==> config.mk <==
export PLATFORM = sky130hd
export DESIGN_NAME = q2e_cordic_cell
export DESIGN_NICKNAME = d
export VERILOG_FILES = /design/src/rtl/core/q2e_pkg.sv /design/src/rtl/core/q2e_cordic_cell.sv
export SDC_FILE = /design/constraint.sdc
export NUM_CORES = 1
export LEC_CHECK = 0
export ABC_AREA = 1
export BUFFER_PORTS_ARGS = -buffer_cell sky130_fd_sc_hd__buf_2
export CAP_MARGIN = 40
export CORE_UTILIZATION = 60
export DETAILED_ROUTE_END_ITERATION = 8
export PLACE_DENSITY = 0.95
export SKIP_LAST_GASP = 1
export SYNTH_ARGS = -nofsm -noshare
export SYNTH_HDL_FRONTEND = slang
export SYNTH_SLANG_ARGS = --single-unit
==> constraint.sdc <==
create_clock -name clk -period 3.7 [get_ports clk]
set_clock_uncertainty 0.05 [all_clocks]
set_input_delay 0.74 -clock clk [delete_from_list [all_inputs] [get_ports clk]]
set_output_delay 0.74 -clock clk [all_outputs]
set_load 0.005 [all_outputs]
==> src/rtl/core/q2e_pkg.sv <==
// shared types, constants and functions of the quaternion to euler unit
`default_nettype none
package q2e_pkg;

  localparam int CORDIC_STEPS_DEF = 16;
  localparam int SQRT_STEPS = 29;
  localparam int XY_W = 38;
  localparam int ANG_W = 34;
  localparam int ROOT_W = 60;

  localparam logic signed [ANG_W-1:0] QUARTER_TURN = ANG_W'(64'sd1 <<< 30);

  typedef struct packed {
    logic signed [XY_W-1:0]  x;
    logic signed [XY_W-1:0]  y;
    logic signed [ANG_W-1:0] ang;
    logic                    hold;
  } lane_t;

  typedef struct packed {
    logic [ROOT_W-1:0] rem;
    logic [ROOT_W-1:0] res;
  } root_t;

  // arctan(2^-i), 2^32 units per turn
  function automatic logic [31:0] atan_val(input logic [4:0] i);
    logic [31:0] r;
    case (i)
      5'd0: r = 32'h20000000;
      5'd1: r = 32'h12E4051E;
      5'd2: r = 32'h09FB385B;
      5'd3: r = 32'h051111D4;
      5'd4: r = 32'h028B0D43;
      5'd5: r = 32'h0145D7E1;
      5'd6: r = 32'h00A2F61E;
      5'd7: r = 32'h00517C55;
      5'd8: r = 32'h0028BE53;
      5'd9: r = 32'h00145F2F;
      5'd10: r = 32'h000A2F98;
      5'd11: r = 32'h000517CC;
      5'd12: r = 32'h00028BE6;
      5'd13: r = 32'h000145F3;
      5'd14: r = 32'h0000A2FA;
      5'd15: r = 32'h0000517D;
      5'd16: r = 32'h000028BE;
      5'd17: r = 32'h0000145F;
      5'd18: r = 32'h00000A30;
      5'd19: r = 32'h00000518;
      5'd20: r = 32'h0000028C;
      5'd21: r = 32'h00000146;
      5'd22: r = 32'h000000A3;
      5'd23: r = 32'h00000051;
      5'd24: r = 32'h00000029;
      5'd25: r = 32'h00000014;
      5'd26: r = 32'h0000000A;
      5'd27: r = 32'h00000005;
      5'd28: r = 32'h00000003;
      5'd29: r = 32'h00000001;
      5'd30: r = 32'h00000001;
      default: r = 32'h00000000;
    endcase
    return r;
  endfunction

  // quadrant fold and the zero-x cases ahead of the vectoring cells
  function automatic lane_t cordic_pre(input logic signed [XY_W-1:0] y,
                                       input logic signed [XY_W-1:0] x);
    lane_t l;
    l.x = x;
    l.y = y;
    l.ang = '0;
    l.hold = 1'b0;
    if (x == '0) begin
      l.hold = 1'b1;
      if (y > 0) begin
        l.ang = QUARTER_TURN;
      end else if (y < 0) begin
        l.ang = -QUARTER_TURN;
      end
    end else if (x < 0) begin
      if (y >= 0) begin
        l.x = y;
        l.y = -x;
        l.ang = QUARTER_TURN;
      end else begin
        l.x = -y;
        l.y = x;
        l.ang = -QUARTER_TURN;
      end
    end
    return l;
  endfunction

  // round half up to a 16-bit binary angle
  function automatic logic [15:0] to_bam(input logic signed [ANG_W-1:0] a);
    logic signed [ANG_W-1:0] s;
    s = a + ANG_W'(32768);
    return s[31:16];
  endfunction

endpackage
`default_nettype wire

==> src/rtl/core/q2e_cordic_cell.sv <==
// one cordic vectoring step, registered
`default_nettype none
module q2e_cordic_cell #(
  parameter int I = 0
) (
  input  wire logic           clk,
  input  wire q2e_pkg::lane_t din,
  output q2e_pkg::lane_t      dout
);
  import q2e_pkg::*;

  localparam logic signed [ANG_W-1:0] STEP_ANG = ANG_W'(atan_val(5'(I)));

  logic signed [XY_W-1:0] dx;
  logic signed [XY_W-1:0] dy;

  assign dx = din.y >>> I;
  assign dy = din.x >>> I;

  always_ff @(posedge clk) begin
    dout.hold <= din.hold;
    if (din.hold) begin
      dout.x <= din.x;
      dout.y <= din.y;
      dout.ang <= din.ang;
    end else if (din.y > 0) begin
      dout.x <= din.x + dx;
      dout.y <= din.y - dy;
      dout.ang <= din.ang + STEP_ANG;
    end else begin
      dout.x <= din.x - dx;
      dout.y <= din.y + dy;
      dout.ang <= din.ang - STEP_ANG;
    end
  end

endmodule
`default_nettype wire

* After elaboration in Yosys (flattened, before gate mapping)
Cells that the tools add are included.
** Word-level totals
- Register bits :: 111
- Input bits :: 112
- Output and inout bits :: 111
- Word-level logic and storage cells :: 12
** Operators by class
- Add/sub/neg operators :: 5
- Magnitude comparators :: 1
- Mux-type cells :: 2
** Operators by type and width (count)
- 110-bit 2-to-1 mux :: 2
- 38-bit subtractor :: 2
- 38-bit adder :: 1
- 38-bit by 1-bit greater-than comparator with 1-bit output, second input constant :: 1
- 34-bit by 31-bit adder with 34-bit output, second input constant :: 1
- 34-bit by 31-bit subtractor with 34-bit output, second input constant :: 1

* Longest topological paths before layout
- Depth in word-level cells :: 3
- Mapped depth :: 20
- Gate-level depth less buffers :: 19

* Worst setup path after synthesis
No wires, ideal clock.
- Path type :: input to register
- Start point :: input port din[56] in the netlist's numbering
- End point :: register dout[34] in the netlist's numbering
- Library setup time :: 113 ps
- Data arrival time :: 2514 ps
- Data required time :: 3537 ps
- Path slack :: 1023 ps
- Cell stages on the path :: 16
- Buffers on the path :: 2
- Cell sequence :: inv_1 -> nand4_1 -> nor2_1 -> nand3_1 -> nor2_1 -> nor2_1 -> inv_2 -> buf_4 -> buf_4 -> ha_1 -> a21o_1 -> a31oi_1 -> or2_2 -> nand3_1 -> nand2_1 -> nand2_1
** On the way
- Word-level cells in the longest chain between the ends :: 3
** RTL lines
- from (decl) :: line q2e_cordic_cell.sv:7 : input wire q2e_pkg::lane_t din,
- 38-bit by 1-bit greater-than comparator with 1-bit output :: line q2e_cordic_cell.sv:26 : end else if (din.y > 0) begin
- 110-bit 2-to-1 mux :: line q2e_cordic_cell.sv:26
- 110-bit 2-to-1 mux :: line q2e_cordic_cell.sv:22 : if (din.hold) begin
- to (decl) :: line q2e_cordic_cell.sv:8 : output q2e_pkg::lane_t dout
Every way passes these cells.

* Final worst setup path
- Start point :: input port din[48] in the netlist's numbering
- End point :: register dout[34] in the netlist's numbering
Same word-level chain as after synthesis.

==> results by group <==
Status
  – Status: finished, final reports clean

Logic synthesis
  – Share of the synthesized area in the top cell type: 22.39%
  – Cells after Synth: between 2000 and 2500
  – Sequential area share after synthesis: 17.94%
  – Largest area contributor in the netlist: nand2_1
  – Mapped Nets: 2390
  – Synth area leaders: nand2_1, dfxtp_1, ha_1
  – Post-synth cell types: between 40 and 50
  – Yosys reg bits: ~110
  – Syn Area/Cell: 5.759 sq um
  – Post-Syn Area: ~0.012 sq mm
  – Yosys Warn Count: 0

STA
  – Worst slew margin: between 40 and 50%
  – Fmax: around 320 MHz
  – Hold_ws: 0.4075 ns
  – Tcrit/Tclk final: 84.68%
  – Final setup fails: 0
  – RSZ-0062 raised after global routing: no
  – TNS Setup: 0 ns
  – Worst slew pin tran: 0.7709 ns
  – Hold Vio Cnt, Final: 0
  – Fin crit period: 3.133 ns
  – Final Max Tran Viols: 0

Clocking
  – Worst-path clk slew: around 0.09 ns
  – H-tree depth: 3
  – Num CTS Buffers: 9
  – Root buffer cell: clkbuf_16
  – Num Clock Sinks: roughly 110
  – CTS tree: yes
  – Total setup buffers inserted after CTS: 0
  – Post-CTS resize count: 0
  – Worst-case clock buffer depth: 2
  – Hold_buf cts: 0

Critical path
  – CP endpoint kind: register
  – Worst-path cell chain: buf_2 > inv_1 > nand4_1 > nor3_1 > nand3_1 > nor2_1 > nor2_4 > inv_2 > ha_1 > a21o_1 > a31oi_1 > or2_2 > nand3_1 > nand2_1 > nand2_1
  – CP Launch Point: din[48]
  – WS Path Type: in2reg
  – Arr. time, crit path: 3.35 ns
  – Data required, critical path: between 3 and 4 ns
  – Critical Path Fanout Max: 5
  – Crit-path max cell delay: roughly 0.32 ns
  – CP max-delay cell: nor2_1
  – Worst Setup Start Kind: input port
  – Capture point of the worst path: dout[34]$_DFF_P_

Placed design
  – IO buf count: roughly 220
  – Final HPWL DP: just under 40 mm
  – Post-Place Cells: 2591
  – Global placer's final weighted congestion: 1.061

Finish
  – Sequential Area: around 0.0022 sq mm
  – Filler cells: approximately 1900
  – Most frequent cells in the layout: nand2_1, inv_1, buf_2, nand3_1, nor2_1
  – Fin nets: ~2600
  – Multi-input gate area: about 0.0085 sq mm
  – Max FFs per register: about 110
  – Layout cell share with drive strength beyond 1: about 14%
  – Commonest non-fill, non-tap cell in the layout: nand2_1
  – Largest regs: dout: 111 flops
  – Post-route non-filler standard cell count: about 2600
  – ANT cells: 0
  – Largest Register: dout
  – Area growth syn-to-layout: 11.91%

Routing
  – Residual DRC count: 0
  – DR vias/cell: between 5 and 6
  – Post-Route WL: just under 50 mm
  – First DRT Iteration DRCs: 1779
  – Final ANT Viol Nets: 0
  – WL/cell: 18.42 um
  – Vias: 14977
  – Drt first pass iters: 8

Worst hold path
  – Hold Path Depth: 1
  – Worst Hold Class: in2reg

Power
  – Power Total: approximately 4400 uW
  – Clock share of power: between 20% and 30%
  – Internal Power: approximately 2500 uW
  – Peak VDD IR: roughly 0.2 mV
  – Part of the power in combinational logic: 45.2%
  – Switch Pwr: 1979 uW
  – Sw Share: between 40 and 50%
  – Lkg Pwr: between 0.007 and 0.008 uW
  – Share of power burned in registers: 30.7%
  – P per Cell Area: 320.0 mW/mm^2

GRT
  – Initial antenna violation count: 1
  – First-pass GRT wire length: between 70 and 80 mm
  – Gr ovfl total: 0
  – Gr usage total: between 40% and 50%
  – Largest net degree at the start of global routing: 86
  – Vias in the first global route: roughly 14000

Run
  – Max-cap viol count: 0

Floorplan
  – Die height: approximately 150 um
  – Core area: ~0.020 sq mm
  – Area of the die: about 0.021 sq mm
  – # IOs: between 200 and 250
  – Starting Density: around 61%
  – Site Rows: 52
  – Die width: between 100 and 150 um
[worst min-delay path by stage]
stage / slack, ns / start / to
final: 0.41 / din[23] / dout[23]$_DFF_P_
after global routing: 0.40 / din[17] / dout[17]$_DFF_P_
after CTS: 0.41 / din[17] / dout[17]$_DFF_P_
after detailed placement: 0.79 / din[17] / dout[17]$_DFF_P_
after global placement: 0.79 / din[7] / dout[7]$_DFF_P_
after floorplan: 0.72 / din[0] / dout[0]$_DFF_P_
[cells by family after synthesis]
kind of cell,Yosys count,share of synthesized area (%)
flops,111,17.94
compound gates,283,12.40
simple gates,1184,39.90
fa+ha+maj,127,13.07
xor+xnor,41,2.899
buf+inv,405,13.79
[layout make-up]
class                      instances  area share (%)
multi-input combinational       1635           61.06
sequential                       111           16.03
inverter                         339           9.180
timing repair buffer             236           8.954
tap                              270           2.437
clock buffer                       9           1.625
clock inverter                     7          0.7131
[worst max-delay path, delay by kind of cell]
kind / cells / cell delay (ns)
simple gates: 9 / 1.36
compound gates: 2 / 0.42
buf+inv: 3 / 0.54
fa+ha+maj: 1 / 0.29
[layer usage]
metal | wire length (um) | up-vias | track usage, %
met3 | 6413 | 164 | 9.969
li1 | - | 7035 | -
met1 | 19270 | 6684 | 60.06
met5 | 0 | - | 0
met2 | 20220 | 1094 | 67.99
met4 | 2114 | 0 | 18.74
[synthesized netlist by cell type (all sizes together)]
| cell type | count |
|---|---|
| or2 | 6 |
| nand3b | 2 |
| nor4 | 2 |
| nand4 | 13 |
| dfxtp | 111 |
| xor2 | 39 |
| nand2 | 767 |
| o21bai | 23 |
| clkinv | 2 |
| xnor2 | 2 |
| nand3 | 182 |
| o21a | 1 |
| nor3 | 12 |
| o22ai | 1 |
| a21oi | 131 |
| o211ai | 12 |
| buf | 48 |
| ha | 123 |
| and2 | 6 |
| inv | 337 |
| fa | 4 |
| nor2 | 194 |
| a22oi | 1 |
| a31oi | 5 |
| a21o | 3 |
| clkbuf | 18 |
| o21ai | 106 |
[power by group through the flow]
| stage | registers [uW] | logic (uW) | clock network, uW |
|---|---|---|---|
| floorplan | 1410 | 1230 | 0 |
| global placement | 1380 | 1870 | 0 |
| detailed placement | 1390 | 1910 | 0 |
| CTS | 1360 | 1920 | 1050 |
| global route | 1370 | 2160 | 1100 |
| finish | 1360 | 2010 | 1070 |
[stage by stage]
step           worst slack (ns)  instance area [sq um]  util [%]
3_3_place_gp             0.4196                  13540     66.91
6_report                 0.5667                  13860     68.51
2_1_floorplan             1.023                  12390         -
5_1_grt                  0.4171                  13860     68.51
3_5_place_dp             0.2465                  13540     66.91
4_1_cts                  0.6172                  13860     68.51
Power figures use the tool's default switching activity.
